## config.mk

```make
export PLATFORM = sky130hd
export DESIGN_NAME = smf_track_event_parser_top
export DESIGN_NICKNAME = d
export VERILOG_FILES = /design/src/hdl/smf_pkg.sv /design/src/hdl/smf_parse.sv /design/src/hdl/smf_out_stage.sv /design/src/hdl/smf_track_event_parser_top.sv
export SDC_FILE = /design/constraint.sdc
export NUM_CORES = 1
export LEC_CHECK = 0
export BUFFER_PORTS_ARGS = -buffer_cell sky130_fd_sc_hd__buf_2
export CORE_UTILIZATION = 39
export CTS_BUF_LIST = sky130_fd_sc_hd__clkbuf_4 sky130_fd_sc_hd__clkbuf_8
export DETAILED_ROUTE_END_ITERATION = 6
export GPL_TIMING_DRIVEN = 0
export PLACE_DENSITY = 0.57
export SYNTH_ARGS = -nofsm -noshare
export SYNTH_HDL_FRONTEND = slang
export SYNTH_SLANG_ARGS = --single-unit
```

## constraint.sdc

```tcl
create_clock -name clk -period 10.9 [get_ports clk]
set_input_delay 2.18 -clock clk [delete_from_list [all_inputs] [get_ports clk]]
set_output_delay 2.18 -clock clk [all_outputs]
set_load 0.005 [all_outputs]
```

## src/hdl/smf_pkg.sv

```systemverilog
// ---------------------------------------------------------------------------
// smf_pkg
// Shared types, constants and helpers for the track event parser.
// ---------------------------------------------------------------------------
package smf_pkg;

	localparam int unsigned MAX_NUMBER_BYTES_DEF = 4;
	localparam int unsigned NUM_W   = 28;
	localparam int unsigned NBYTE_W = 3;
	localparam int unsigned TICK_W  = 32;
	localparam int unsigned TRACK_W = 16;

	localparam logic [7:0] DATA_MASK    = 8'h7F;
	localparam logic [7:0] STATUS_MIN   = 8'h80;
	localparam logic [7:0] SYSEX_START  = 8'hF0;
	localparam logic [7:0] META_STATUS  = 8'hFF;
	localparam logic [7:0] SYSEX_END    = 8'hF7;
	localparam logic [7:0] END_OF_TRACK = 8'h2F;
	localparam logic [3:0] NIBBLE_MASK  = 4'hF;
	localparam logic [3:0] HI_PROGRAM   = 4'hC;
	localparam logic [3:0] HI_PRESSURE  = 4'hD;

	localparam logic OP_DATA  = 1'b0;
	localparam logic OP_BEGIN = 1'b1;

	typedef enum logic [3:0] {
		PH_IDLE,
		PH_DELTA,
		PH_STATUS,
		PH_P1,
		PH_P2,
		PH_MTYPE,
		PH_MLEN,
		PH_SLEN,
		PH_DATA,
		PH_DONE
	} phase_t;

	typedef enum logic [2:0] {
		KIND_CHANNEL,
		KIND_META,
		KIND_SYSEX,
		KIND_PAYLOAD,
		KIND_END_TRACK,
		KIND_END_DATA,
		KIND_TRUNCATED,
		KIND_NO_RUNNING
	} kind_t;

	typedef struct packed {
		logic [15:0] track_id;
		logic        sysex_continues;
		logic        payload_last;
		logic [7:0]  payload_value;
		logic [27:0] payload_length;
		logic [7:0]  meta_type;
		logic [7:0]  param_two;
		logic [7:0]  param_one;
		logic [3:0]  channel;
		logic [7:0]  status_code;
		logic [31:0] abs_tick;
		kind_t       kind;
	} res_t;

	function automatic phase_t enter_phase(input logic [7:0] status);
		phase_t ph;
		if (status < SYSEX_START) begin
			ph = PH_P1;
		end else if (status == META_STATUS) begin
			ph = PH_MTYPE;
		end else begin
			ph = PH_SLEN;
		end
		return ph;
	endfunction

	function automatic logic is_sysex(input logic [7:0] status);
		return (status >= SYSEX_START) && (status != META_STATUS);
	endfunction

	function automatic res_t make_res(
		input kind_t       kind,
		input logic [31:0] tick,
		input logic [7:0]  status,
		input logic [7:0]  meta,
		input logic [27:0] len,
		input logic [7:0]  p1,
		input logic [7:0]  p2,
		input logic [7:0]  val,
		input logic        last,
		input logic        cont,
		input logic [15:0] track
	);
		res_t r;
		r.kind            = kind;
		r.abs_tick        = tick;
		r.status_code     = status;
		r.channel         = (kind == KIND_CHANNEL) ? (status[3:0] & NIBBLE_MASK) : 4'h0;
		r.param_one       = p1;
		r.param_two       = p2;
		r.meta_type       = ((status == META_STATUS) && ((kind == KIND_META) ||
			(kind == KIND_PAYLOAD) || (kind == KIND_END_TRACK))) ? meta : 8'h00;
		r.payload_length  = ((kind == KIND_META) || (kind == KIND_SYSEX) ||
			(kind == KIND_PAYLOAD)) ? len : 28'h0;
		r.payload_value   = val;
		r.payload_last    = last;
		r.sysex_continues = cont;
		r.track_id        = track;
		return r;
	endfunction

endpackage

```

## src/hdl/smf_parse.sv

```systemverilog
// ---------------------------------------------------------------------------
// smf_parse
// Per-byte phase machine: delta time, running status, event bodies, and up
// to two results per byte (an event result and a terminating result).
// ---------------------------------------------------------------------------
module smf_parse #(
	parameter int unsigned MAX_NUMBER_BYTES = smf_pkg::MAX_NUMBER_BYTES_DEF
) (
	input  logic          clk,
	input  logic          arst_n,
	input  logic          step,
	input  logic          op,
	input  logic [7:0]    data_byte,
	input  logic          end_of_data,
	input  logic [15:0]   track_number,
	output logic          r0_valid,
	output smf_pkg::res_t r0,
	output logic          r1_valid,
	output smf_pkg::res_t r1
);

	smf_pkg::phase_t phase_q, n_phase;
	logic [27:0] accum_q, n_accum;
	logic [2:0]  nbytes_q, n_nbytes;
	logic [31:0] tick_q, n_tick;
	logic [7:0]  prior_q, n_prior;
	logic        prior_v_q, n_prior_v;
	logic [7:0]  cur_q, n_cur;
	logic [7:0]  first_q, n_first;
	logic [7:0]  meta_q, n_meta;
	logic [27:0] left_q, n_left;
	logic [15:0] track_q, n_track;

	logic          e0_v, e1_v;
	smf_pkg::kind_t e0_kind, e1_kind;
	logic [7:0]    ev_status;
	logic [27:0]   e0_len;
	logic [7:0]    e0_p1, e0_p2, e0_val;
	logic          e0_last, e0_cont;

	always_comb begin : next_state
		logic [27:0] base_acc;
		logic [2:0]  base_nb;
		logic [27:0] acc_add;
		logic [2:0]  nb_add;
		logic        num_done;
		logic [27:0] left_dec;
		smf_pkg::phase_t body_ph;
		logic        run_body;
		logic        in_delta;
		logic        halt;
		logic        done;

		n_phase   = phase_q;
		n_accum   = accum_q;
		n_nbytes  = nbytes_q;
		n_tick    = tick_q;
		n_prior   = prior_q;
		n_prior_v = prior_v_q;
		n_cur     = cur_q;
		n_first   = first_q;
		n_meta    = meta_q;
		n_left    = left_q;
		n_track   = track_q;

		e0_v      = 1'b0;
		e0_kind   = smf_pkg::KIND_CHANNEL;
		e0_len    = '0;
		e0_p1     = '0;
		e0_p2     = '0;
		e0_val    = '0;
		e0_last   = 1'b0;
		e0_cont   = 1'b0;
		e1_v      = 1'b0;
		e1_kind   = smf_pkg::KIND_END_DATA;
		ev_status = cur_q;

		base_acc = accum_q;
		base_nb  = nbytes_q;
		body_ph  = phase_q;
		run_body = 1'b0;
		in_delta = 1'b0;
		halt     = 1'b1;
		done     = 1'b0;
		left_dec = left_q - 28'd1;

		if (step && (op == smf_pkg::OP_DATA)) begin
			halt = 1'b0;
			case (phase_q)
				smf_pkg::PH_IDLE, smf_pkg::PH_DONE: begin
					halt = 1'b1;
				end
				smf_pkg::PH_DELTA: begin
					in_delta = 1'b1;
				end
				smf_pkg::PH_STATUS: begin
					if (data_byte >= smf_pkg::STATUS_MIN) begin
						n_cur     = data_byte;
						n_prior   = data_byte;
						n_prior_v = 1'b1;
						ev_status = data_byte;
						n_phase   = smf_pkg::enter_phase(data_byte);
						if (smf_pkg::is_sysex(data_byte)) begin
							n_accum  = '0;
							n_nbytes = '0;
						end
					end else if (!prior_v_q) begin
						e0_v    = 1'b1;
						e0_kind = smf_pkg::KIND_NO_RUNNING;
						n_phase = smf_pkg::PH_DONE;
						halt    = 1'b1;
					end else begin
						n_cur     = prior_q;
						ev_status = prior_q;
						body_ph   = smf_pkg::enter_phase(prior_q);
						run_body  = 1'b1;
						if (smf_pkg::is_sysex(prior_q)) begin
							base_acc = '0;
							base_nb  = '0;
						end
					end
				end
				default: begin
					run_body = 1'b1;
				end
			endcase
		end

		acc_add  = {base_acc[20:0], data_byte[6:0] & smf_pkg::DATA_MASK[6:0]};
		nb_add   = base_nb + 3'd1;
		num_done = !data_byte[7] || (nb_add >= 3'(MAX_NUMBER_BYTES));

		if (in_delta) begin
			n_accum  = acc_add;
			n_nbytes = nb_add;
			if (num_done) begin
				n_tick  = tick_q + {4'h0, acc_add};
				n_phase = smf_pkg::PH_STATUS;
			end
		end

		if (run_body) begin
			n_phase = body_ph;
			case (body_ph)
				smf_pkg::PH_P1: begin
					n_first = data_byte;
					if ((ev_status[7:4] == smf_pkg::HI_PROGRAM) ||
						(ev_status[7:4] == smf_pkg::HI_PRESSURE)) begin
						e0_v  = 1'b1;
						e0_p1 = data_byte;
						done  = 1'b1;
					end else begin
						n_phase = smf_pkg::PH_P2;
					end
				end
				smf_pkg::PH_P2: begin
					e0_v  = 1'b1;
					e0_p1 = first_q;
					e0_p2 = data_byte;
					done  = 1'b1;
				end
				smf_pkg::PH_MTYPE: begin
					n_meta   = data_byte;
					n_accum  = '0;
					n_nbytes = '0;
					n_phase  = smf_pkg::PH_MLEN;
				end
				smf_pkg::PH_MLEN, smf_pkg::PH_SLEN: begin
					n_accum  = acc_add;
					n_nbytes = nb_add;
					if (num_done) begin
						n_left  = acc_add;
						e0_v    = 1'b1;
						e0_kind = (body_ph == smf_pkg::PH_MLEN) ?
							smf_pkg::KIND_META : smf_pkg::KIND_SYSEX;
						e0_len  = acc_add;
						if (acc_add == '0) begin
							done = 1'b1;
						end else begin
							n_phase = smf_pkg::PH_DATA;
						end
					end
				end
				smf_pkg::PH_DATA: begin
					n_left  = left_dec;
					e0_v    = 1'b1;
					e0_kind = smf_pkg::KIND_PAYLOAD;
					e0_len  = accum_q;
					e0_val  = data_byte;
					e0_last = (left_dec == '0);
					e0_cont = (left_dec == '0) && (ev_status == smf_pkg::SYSEX_START) &&
						(data_byte != smf_pkg::SYSEX_END);
					done    = (left_dec == '0);
				end
				default: begin
				end
			endcase
		end

		if (!halt) begin
			if (done) begin
				if ((ev_status == smf_pkg::META_STATUS) && (meta_q == smf_pkg::END_OF_TRACK)) begin
					e1_v    = 1'b1;
					e1_kind = smf_pkg::KIND_END_TRACK;
					n_phase = smf_pkg::PH_DONE;
				end else if (end_of_data) begin
					e1_v    = 1'b1;
					e1_kind = smf_pkg::KIND_END_DATA;
					n_phase = smf_pkg::PH_DONE;
				end else begin
					n_cur    = '0;
					n_accum  = '0;
					n_nbytes = '0;
					n_phase  = smf_pkg::PH_DELTA;
				end
			end else if (end_of_data) begin
				e1_v    = 1'b1;
				e1_kind = smf_pkg::KIND_TRUNCATED;
				n_phase = smf_pkg::PH_DONE;
			end
		end

		if (step && (op == smf_pkg::OP_BEGIN)) begin
			n_track   = track_number;
			n_tick    = '0;
			n_prior   = '0;
			n_prior_v = 1'b0;
			n_cur     = '0;
			n_first   = '0;
			n_meta    = '0;
			n_left    = '0;
			n_accum   = '0;
			n_nbytes  = '0;
			n_phase   = smf_pkg::PH_DELTA;
		end
	end

	always_comb begin : outputs
		r0_valid = e0_v;
		r1_valid = e1_v;
		r0 = smf_pkg::make_res(e0_kind, n_tick, ev_status, meta_q, e0_len, e0_p1, e0_p2,
			e0_val, e0_last, e0_cont, track_q);
		r1 = smf_pkg::make_res(e1_kind, n_tick, ev_status, meta_q, 28'h0, 8'h00, 8'h00,
			8'h00, 1'b0, 1'b0, track_q);
	end

	always_ff @(posedge clk or negedge arst_n) begin
		if (!arst_n) begin
			phase_q   <= smf_pkg::PH_IDLE;
			accum_q   <= '0;
			nbytes_q  <= '0;
			tick_q    <= '0;
			prior_q   <= '0;
			prior_v_q <= 1'b0;
			cur_q     <= '0;
			first_q   <= '0;
			meta_q    <= '0;
			left_q    <= '0;
			track_q   <= '0;
		end else begin
			phase_q   <= n_phase;
			accum_q   <= n_accum;
			nbytes_q  <= n_nbytes;
			tick_q    <= n_tick;
			prior_q   <= n_prior;
			prior_v_q <= n_prior_v;
			cur_q     <= n_cur;
			first_q   <= n_first;
			meta_q    <= n_meta;
			left_q    <= n_left;
			track_q   <= n_track;
		end
	end

endmodule

```

## src/hdl/smf_out_stage.sv

```systemverilog
// ---------------------------------------------------------------------------
// smf_out_stage
// Result register plus one pending-result register, so a byte that yields
// two results is taken in a single load.
// ---------------------------------------------------------------------------
module smf_out_stage (
	input  logic          clk,
	input  logic          arst_n,
	input  logic          push,
	input  logic          r0_valid,
	input  smf_pkg::res_t r0,
	input  logic          r1_valid,
	input  smf_pkg::res_t r1,
	input  logic          pop_ready,
	output logic          can_take,
	output logic          out_valid,
	output smf_pkg::res_t out_res,
	output logic          tail_valid,
	output smf_pkg::res_t tail_res
);

	logic          o_v_q, t_v_q;
	smf_pkg::res_t o_q, t_q;
	logic          pop;
	logic          load;

	assign pop      = o_v_q && pop_ready;
	assign can_take = !t_v_q && (!o_v_q || pop_ready);
	assign load     = push && can_take && (r0_valid || r1_valid);

	always_ff @(posedge clk or negedge arst_n) begin
		if (!arst_n) begin
			o_v_q <= 1'b0;
			t_v_q <= 1'b0;
		end else if (t_v_q && pop) begin
			t_v_q <= 1'b0;
		end else if (load) begin
			o_v_q <= 1'b1;
			t_v_q <= r0_valid && r1_valid;
		end else if (pop) begin
			o_v_q <= 1'b0;
		end
	end

	always_ff @(posedge clk) begin
		if (t_v_q && pop) begin
			o_q <= t_q;
		end else if (load) begin
			o_q <= r0_valid ? r0 : r1;
			t_q <= r1;
		end
	end

	assign out_valid  = o_v_q;
	assign out_res    = o_q;
	assign tail_valid = t_v_q;
	assign tail_res   = t_q;

endmodule

```

## src/hdl/smf_track_event_parser_top.sv

```systemverilog
// path: input register, then phase machine, then result register
// throughput: one byte per cycle unless m_tready or a two-result byte stalls input
// rate is set by the combinational phase machine between input and result registers
// reset: arst_n asynchronous, clears parse state to idle (waits for a begin transaction)
// ---------------------------------------------------------------------------
// smf_track_event_parser_top
// Standard MIDI file track event parser, one track byte per transaction.
// ---------------------------------------------------------------------------
module smf_track_event_parser_top #(
	parameter int unsigned MAX_NUMBER_BYTES = smf_pkg::MAX_NUMBER_BYTES_DEF
) (
	input  logic         clk,
	input  logic         arst_n,
	input  logic         s_tvalid,
	output logic         s_tready,
	input  logic [23:0]  s_tdata,  // data_byte, track_number
	input  logic         s_tuser,  // op
	input  logic         s_tlast,
	output logic         m_tvalid,
	input  logic         m_tready,
	output logic [119:0] m_tdata,  // abs_tick, status_code, channel, param_one, param_two,
	                               // meta_type, payload_length, payload_value, track_id
	output logic [3:0]   m_tuser,  // kind, sysex_continues
	output logic         m_tlast
);

	logic        v_s1;
	logic        op_s1;
	logic [7:0]  byte_s1;
	logic        eod_s1;
	logic [15:0] track_s1;

	logic          step;
	logic          can_take;
	logic          r0_valid, r1_valid;
	smf_pkg::res_t r0, r1;
	logic          out_valid, tail_valid;
	smf_pkg::res_t out_res, tail_res;

	assign step     = v_s1 && can_take;
	assign s_tready = !v_s1 || can_take;

	always_ff @(posedge clk or negedge arst_n) begin
		if (!arst_n) begin
			v_s1 <= 1'b0;
		end else if (s_tready) begin
			v_s1 <= s_tvalid;
		end
	end

	always_ff @(posedge clk) begin
		if (s_tready && s_tvalid) begin
			op_s1    <= s_tuser;
			byte_s1  <= s_tdata[7:0];
			eod_s1   <= s_tlast;
			track_s1 <= s_tdata[23:8];
		end
	end

	smf_parse #(
		.MAX_NUMBER_BYTES(MAX_NUMBER_BYTES)
	) u_parse (
		.clk         (clk),
		.arst_n      (arst_n),
		.step        (step),
		.op          (op_s1),
		.data_byte   (byte_s1),
		.end_of_data (eod_s1),
		.track_number(track_s1),
		.r0_valid    (r0_valid),
		.r0          (r0),
		.r1_valid    (r1_valid),
		.r1          (r1)
	);

	smf_out_stage u_out (
		.clk       (clk),
		.arst_n    (arst_n),
		.push      (step),
		.r0_valid  (r0_valid),
		.r0        (r0),
		.r1_valid  (r1_valid),
		.r1        (r1),
		.pop_ready (m_tready),
		.can_take  (can_take),
		.out_valid (out_valid),
		.out_res   (out_res),
		.tail_valid(tail_valid),
		.tail_res  (tail_res)
	);

	assign m_tvalid = out_valid;
	assign m_tdata  = {out_res.track_id, out_res.payload_value, out_res.payload_length,
		out_res.meta_type, out_res.param_two, out_res.param_one, out_res.channel,
		out_res.status_code, out_res.abs_tick};
	assign m_tuser  = {out_res.sysex_continues, out_res.kind};
	assign m_tlast  = out_res.payload_last;

`ifndef SYNTHESIS
	a_tail_behind_out: assert property (@(posedge clk) disable iff (!arst_n)
		tail_valid |-> out_valid)
		else $error("pending result without a current result");

	a_tail_terminal: assert property (@(posedge clk) disable iff (!arst_n)
		tail_valid |-> ((tail_res.kind == smf_pkg::KIND_END_TRACK) ||
			(tail_res.kind == smf_pkg::KIND_END_DATA) ||
			(tail_res.kind == smf_pkg::KIND_TRUNCATED)))
		else $error("pending result is not a terminating kind");

	a_no_step_on_tail: assert property (@(posedge clk) disable iff (!arst_n)
		tail_valid |-> !step)
		else $error("byte parsed while a pending result is held");
`endif

endmodule

```

==> flow_summary.yaml, run 1 <==
cells_and_area:
  drive_above_1_share_pct: 15.9
  multiInputGateArea_sq_um: 6770
  final-seq-area_sq_um: 10200
  layout_commonest_cell: "nand2_1"
  area_growth_pct: 17.6
  n_fill_cell: 4222
  final_area_sq_um: 20600
  final_cell_mix: "269 x nand2_1, 217 x edfxtp_1, 194 x nor2_1"
  nets: 1965
die:
  dieArea_sq_um: 45700
  start_util_pct: 39.6
  die_h_microns: 214
  core_sq_um: 44200
  num_rows: 77
  io_pins: 157
  die_w_microns: 214
pwr:
  leakage_nw: 8.45
  powerDensity_nw_per_um2: 212
  vdd.ir_drop.worst_v: 0.0000859
critical_path:
  cp_data_required_time_ns: 11.20
  critPathArrivalTime_ns: 7.63
  critPathTopFamily: "simple AND/OR/NAND/NOR gates"
  critPathBufInv: 3
  crit_slowest_cell: "nor3_1"
  cp_max_fo: 65
  crit_chain: "buf_2 > nor2b_1 > nor3_1 > nand4_1 > clkbuf_1 > and2_1 > ha_1 > xnor2_1 > and2_1 > a211oi_1 > o41a_1 > nor3_1 > nand2_4 > buf_16"
  cp-start-kind: "primary input"
  path_class: "primary input to flop"
  slowest_delay_ns: 0.80
  setup.worst_path.end_class: "flop"
yosys:
  ys_ff_latch: 364
  syn_area_sq_um: 17500
  synth.avg_cell_area_sq_um: 10.4
  syn_inst: 1674
  synth_cell_types: 79
  synth_top_flop_cell: "edfxtp_1"
  yosysSeqAreaShare_pct: 58.3
  synth_area_leaders: "edfxtp_1 37%, dfrtp_1 21%, nand2_1 5.8%"
  synth_top_cell_by_area: "edfxtp_1"
  async_flop_share_pct: 40.4
  synth_top_area_share_pct: 37.3
  yosysWarningCount: 0
  synth_edf_count: 217
detailed_routing:
  dr.pass1.iters: 5
  wire_per_inst_microns: 21.8
  wl_met1_microns: 25400
  highest_layer: "met4"
  drt-initial-drc-count: 1345
  met3_wirelength_microns: 3260
  via_per_inst: 5.59
  wirelength_microns: 55600
  num_vias: 14200
  ant_nets: 0
  wl_met2_microns: 25200
  drc_errors: 0
status:
  status: "complete, no violations"
timing:
  fin_skew_ns: 0.0401
  drv_slew: 0
  setup_viol: 0
  timing.final.crit_share_pct: 67.2
  period_needed_ns: 7.32
  hold_viol: 0
  relSlewSlack_pct: 23.8
  fmax_mhz: 137
  whs_ns: 0.437
  fin_ws_ns: 3.58
  tightest_slew_ns: 1.13
  finalSetupTns_ns: 0
  rsz0062_at_grt: "no"
global_routing:
  antenna_found_initial: 1
  overflow: 0
  grt_use_total_pct: 24.6
  grt_pass1_wl_microns: 83800
  grt_max_degree: 77
  grt_pass1_vias: 13600
job:
  maxCapViolCount: 0
cts:
  cts_num_sinks: 364
  cts_tree: "built"
  clock_latency_ns: 0.64
  cts_hold_buf: 0
  cts_setup_buffers: 0
  htreeDepth: 3
  cts_resized: 0
  cts_root_buffer: "clkbuf_8"
  cts_buffer_depth: 3
  numCtsBuffers: 66
  clk_pin_slew_ns: 0.06
place:
  dp_slack_ns: 3.05
  portBuffers: 156
  dp_hpwl_microns: 38800
  place_area_sq_um: 19100
  place.gp.congestion: 0.949
worst_hold_path:
  hp-class: "flop to flop"
power breakdown:
part | internal, mW | leakage, nW | switching [mW] | total [mW]
Clock | 0.802 | 0.748 | 0.615 | 1.42
Sequential | 1.74 | 4.04 | 0.122 | 1.86
Combinational | 0.345 | 3.66 | 0.733 | 1.08
Total | 2.88 | 8.45 | 1.47 | 4.35
cell type report:
type	instances	area share, %
Sequential cell	364	49.6
Multi-Input combinational cell	1178	32.9
Clock buffer	91	5.48
Timing Repair Buffer	159	4.25
Tap cell	592	3.60
Buffer	99	1.98
Clock inverter	31	1.50
Inverter	35	0.651
Antenna cell	1	0.0122
sequential cells by signal, summed over array words and instances (netlist names), 16 cells and up:
register and count:
u_parse.track_q 16, u_parse.tick_q 32, track_s1 16, u_parse.left_q 28, u_out.out_res 125, u_out.tail_res 66
u_parse.accum_q 28
layer usage:
metal	GRT usage, %	vias to the layer above
met5	0	-
met4	9.85	0
met3	4.16	100
met2	37.9	554
met1	34.4	7024
li1	-	6570
stage by stage:
stage / utilization [%] / instances / power [mW]
2_1_floorplan: - / 1676 / 2.52
3_3_place_gp: 43.0 / 2424 / 2.94
3_5_place_dp: 43.2 / 2427 / 2.95
4_1_cts: 46.5 / 2549 / 4.37
5_1_grt: 46.5 / 2550 / 4.57
6_report: 46.5 / 2550 / 4.35
worst reg2reg max path: cells and delay by family (launching register included):
| family | cells | cell delay [ns] |
|---|---|---|
| AND/OR/NAND/NOR | 7 | 3.45 |
| buffers and inverters | 2 | 0.85 |
| AO/OA/AOI/OAI | 2 | 0.60 |
| flip-flops | 1 | 0.45 |
| XOR/XNOR | 1 | 0.23 |
| adder cells (fa/ha/maj) | 1 | 0.22 |
Yosys cell counts (5+ instances only):
cell type and n:
xnor2_1 20, a31oi_1 18, nor3_2 5, mux2_2 7, nand3_1 31, nor3_1 29
nand2_1 270, o22ai_1 7, a21oi_1 100, and2_1 29, inv_1 35, clkbuf_1 89
mux2i_1 18, or4_1 7, xor2_1 7, and3_1 31, nand3b_1 10, a211oi_1 9
or3_1 10, ha_1 31, o21ai_0 89, dfrtp_1 147, o31ai_1 24, a22oi_1 58
o221ai_1 5, nand4_1 14, nor2_1 194, a21o_1 16, nor4_1 17, edfxtp_1 217
nand2b_1 13, a22o_1 10, nor2b_1 15
logic make-up after synthesis:
family          share of synthesized area, %
compound gates                          14.5
xor+xnor                                1.35
fa+ha+maj                               2.33
buf+inv                                 3.08
flops                                   58.3
mux                                     1.48
other cells                           0.0214
simple gates                            18.9
path summary, 6_finish.rpt:
check / start / to / slack, ns / cells past startpoint
min in group asynchronous: arst_n / u_parse.first_q[4] / 1.54 / 1
worst min register to register: track_s1[0] / u_parse.track_q[0] / 0.44 / 2
worst min-delay path: track_s1[0] / u_parse.track_q[0] / 0.44 / 2
worst max register to register: u_out.tail_valid / u_out.out_res[85] / 4.65 / 13
max in group asynchronous: arst_n / u_parse.tick_q[17] / 8.52 / 2
worst max-delay path: m_tready / u_out.out_res[85] / 3.58 / 14
Power figures use the tool's default switching activity.
==> run 2: changes to the inputs <==
--- a/config.mk
+++ b/config.mk
@@ -5,6 +5,7 @@
 export SDC_FILE = /design/constraint.sdc
 export NUM_CORES = 1
 export LEC_CHECK = 0
+export ABC_AREA = 1
 export BUFFER_PORTS_ARGS = -buffer_cell sky130_fd_sc_hd__buf_2
 export CORE_UTILIZATION = 39
 export CTS_BUF_LIST = sky130_fd_sc_hd__clkbuf_4 sky130_fd_sc_hd__clkbuf_8
==> constraint.sdc (replaced) <==
create_clock -name clk -period 7.08 [get_ports clk]
set_input_delay 1.416 -clock clk [delete_from_list [all_inputs] [get_ports clk]]
set_output_delay 1.416 -clock clk [all_outputs]
set_load 0.005 [all_outputs]
==> run 2 against run 1 <==
  * Sequential power increased by 62%
  * Highest routed layer unchanged
  * Cell area grew 3.0%
  * Flip-flop and latch count stayed put
  * Non-clock buffer count decreased by 19
==> flow_summary.yaml, run 2 <==
status:
  status: "complete, no violations"
pwr:
  leakage_nw: 9.19
  vdd.ir_drop.worst_v: 0.000160
  p_total_mw: 7.37
  powerDensity_nw_per_um2: 348
global_routing:
  grt_use_total_pct: 23.9
  antenna_found_initial: 2
  grt_max_degree: 102
  grt_pass1_wl_microns: 85300
  grt_pass1_vias: 14700
  overflow: 0
die:
  start_util_pct: 39.7
  dieArea_sq_um: 47300
  core_sq_um: 45600
  io_pins: 157
  die_w_microns: 218
  num_rows: 78
  die_h_microns: 218
cts:
  clock_latency_ns: 0.67
  cts_root_buffer: "clkbuf_8"
  cts_num_sinks: 364
  cts_hold_buf: 0
  numCtsBuffers: 66
  clk_pin_slew_ns: 0.06
  cts_resized: 0
  htreeDepth: 3
  cts_tree: "built"
  cts_buffer_depth: 3
  cts_setup_buffers: 0
detailed_routing:
  wirelength_microns: 56000
  ant_nets: 0
  num_vias: 15000
  dr.pass1.iters: 5
  drc_errors: 0
  wire_per_inst_microns: 19.5
  via_per_inst: 5.21
  drt-initial-drc-count: 1349
critical_path:
  critPathTopFamily: "simple AND/OR/NAND/NOR gates"
  path_class: "primary input to flop"
  slowest_delay_ns: 0.61
  cp_max_fo: 10
  cp_common_cell: "nand2_1"
  critPathArrivalTime_ns: 5.33
  crit_chain: "buf_2 > inv_1 > nand2_1 > nand4_1 > nor2_2 > nand2_1 > buf_2 > clkinv_1 > nor2_1 > ha_1 > nand2_1 > o21ai_0 > a21oi_1 > or2_2 > nand3_1 > nand4_1 > or2_2 > nand3_1 > o21ai_0"
  cp-start-kind: "primary input"
  critPathBufInv: 4
  crit_slowest_cell: "nor2_1"
  setup.worst_path.end_class: "flop"
  cp_data_required_time_ns: 7.44
timing:
  relSlewSlack_pct: 14.4
  tightest_slew_ns: 1.28
  drv_slew: 0
  hold_viol: 0
  timing.final.crit_share_pct: 70.2
  period_needed_ns: 4.97
  rsz0062_at_grt: "no"
  setup_viol: 0
  fmax_mhz: 201
  whs_ns: 0.443
  fin_skew_ns: 0.0411
cells_and_area:
  drive_above_1_share_pct: 16.7
  nets: 2281
  final_cells: 2873
  area_growth_pct: 16.9
  layout_commonest_cell: "nand2_1"
  n_fill_cell: 4485
  final_cell_mix: "475 x nand2_1, 217 x edfxtp_1, 215 x nor2_1"
  final_area_sq_um: 21200
  largest_reg_flops: 125
yosys:
  synth_commonest_cells: "476 x nand2_1, 217 x edfxtp_1, 216 x nor2_1, 208 x inv_1, 163 x o21ai_0"
  syn_area_sq_um: 18100
  yosysSeqAreaShare_pct: 56.3
  synth_top_cell_by_area: "edfxtp_1"
  ys_ff_latch: 364
  synth_edf_count: 217
  synth_top_area_share_pct: 36.0
  synth_area_leaders: "edfxtp_1 36%, dfrtp_1 20%, nand2_1 9.9%"
  synth_cell_types: 55
  yosysWarningCount: 0
  syn_inst: 1989
  async_flop_share_pct: 40.4
  synth_top_flop_cell: "edfxtp_1"
  synth_most_common_cell: "nand2_1"
  synth.avg_cell_area_sq_um: 9.11
place:
  dp_cells: 2751
  portBuffers: 156
  place.gp.congestion: 0.908
  dp_hpwl_microns: 40900
  place_area_sq_um: 19800
job:
  maxCapViolCount: 0
worst_hold_path:
  hp-class: "flop to flop"
[run 2: final cells by class]
type	count	area, sq um	area share, %
repair buffers	160	901	4.26
well taps	600	751	3.55
flip-flops and latches	364	10200	48.2
clock inverters	25	211	0.999
clock buffers	95	1160	5.47
multi-input cells	1322	6730	31.8
plain buffers	79	369	1.74
diodes	2	5.00	0.0236
inverters	226	851	4.02
[run 2: per-layer routing]
| metal | wire, microns | up-vias | GRT usage, % |
|---|---|---|---|
| met2 | 25300 | 520 | 36.6 |
| li1 | - | 7186 | - |
| met4 | 1900 | 0 | 9.69 |
| met5 | 0 | - | 0 |
| met1 | 25400 | 7141 | 33.0 |
| met3 | 3380 | 115 | 4.69 |
[run 2: tightest hold or removal path: stages, from the launching register on]
cell	delay, ns
edfxtp_1	0.31
nand2_1	0.05
nand2_1	0.05
[run 2: metrics by stage]
stage / util (%) / TNS, ns / setup WS, ns
floorplan: - / 0 / 1.06
global placement: 43.1 / -119.85 / -0.970
detailed placement: 43.4 / 0 / 1.51
CTS: 46.4 / 0 / 2.20
global route: 46.5 / 0 / 1.89
finish: 46.5 / 0 / 2.11
[run 2: kinds of logic (layout without fill, tap and decap cells)]
group                      count (synthesis)  in the layout  synth area share [%]
AOI/OAI and AO/OA                        390            390                  12.8
xor gates and xnor gates                  30             30                  1.45
adders and majority gates                 32             32                  2.25
buffers and inverters                    305            585                  6.73
DFF                                      364            364                  56.3
other                                      1              5                0.0207
and+or+nand+nor                          867            867                  20.5
[run 2: final timing paths]
kind | from | to | slack (ns) | cells after the start
setup / recovery | m_tready | u_out.out_res[34] | 2.11 | 19
setup reg to reg | op_s1 | u_out.out_res[34] | 2.59 | 17
max in group asynchronous | arst_n | u_parse.tick_q[25] | 5.48 | 2
hold / removal | track_s1[12] | u_parse.track_q[12] | 0.44 | 2
min in group asynchronous | arst_n | u_parse.meta_q[2] | 0.67 | 1
hold reg to reg | track_s1[12] | u_parse.track_q[12] | 0.44 | 2
[run 2: where the power goes]
| group | internal, mW | switching (mW) |
|---|---|---|
| Combinational | 0.710 | 1.56 |
| Clock | 1.17 | 0.923 |
| Sequential | 2.77 | 0.242 |
| Total | 4.65 | 2.72 |
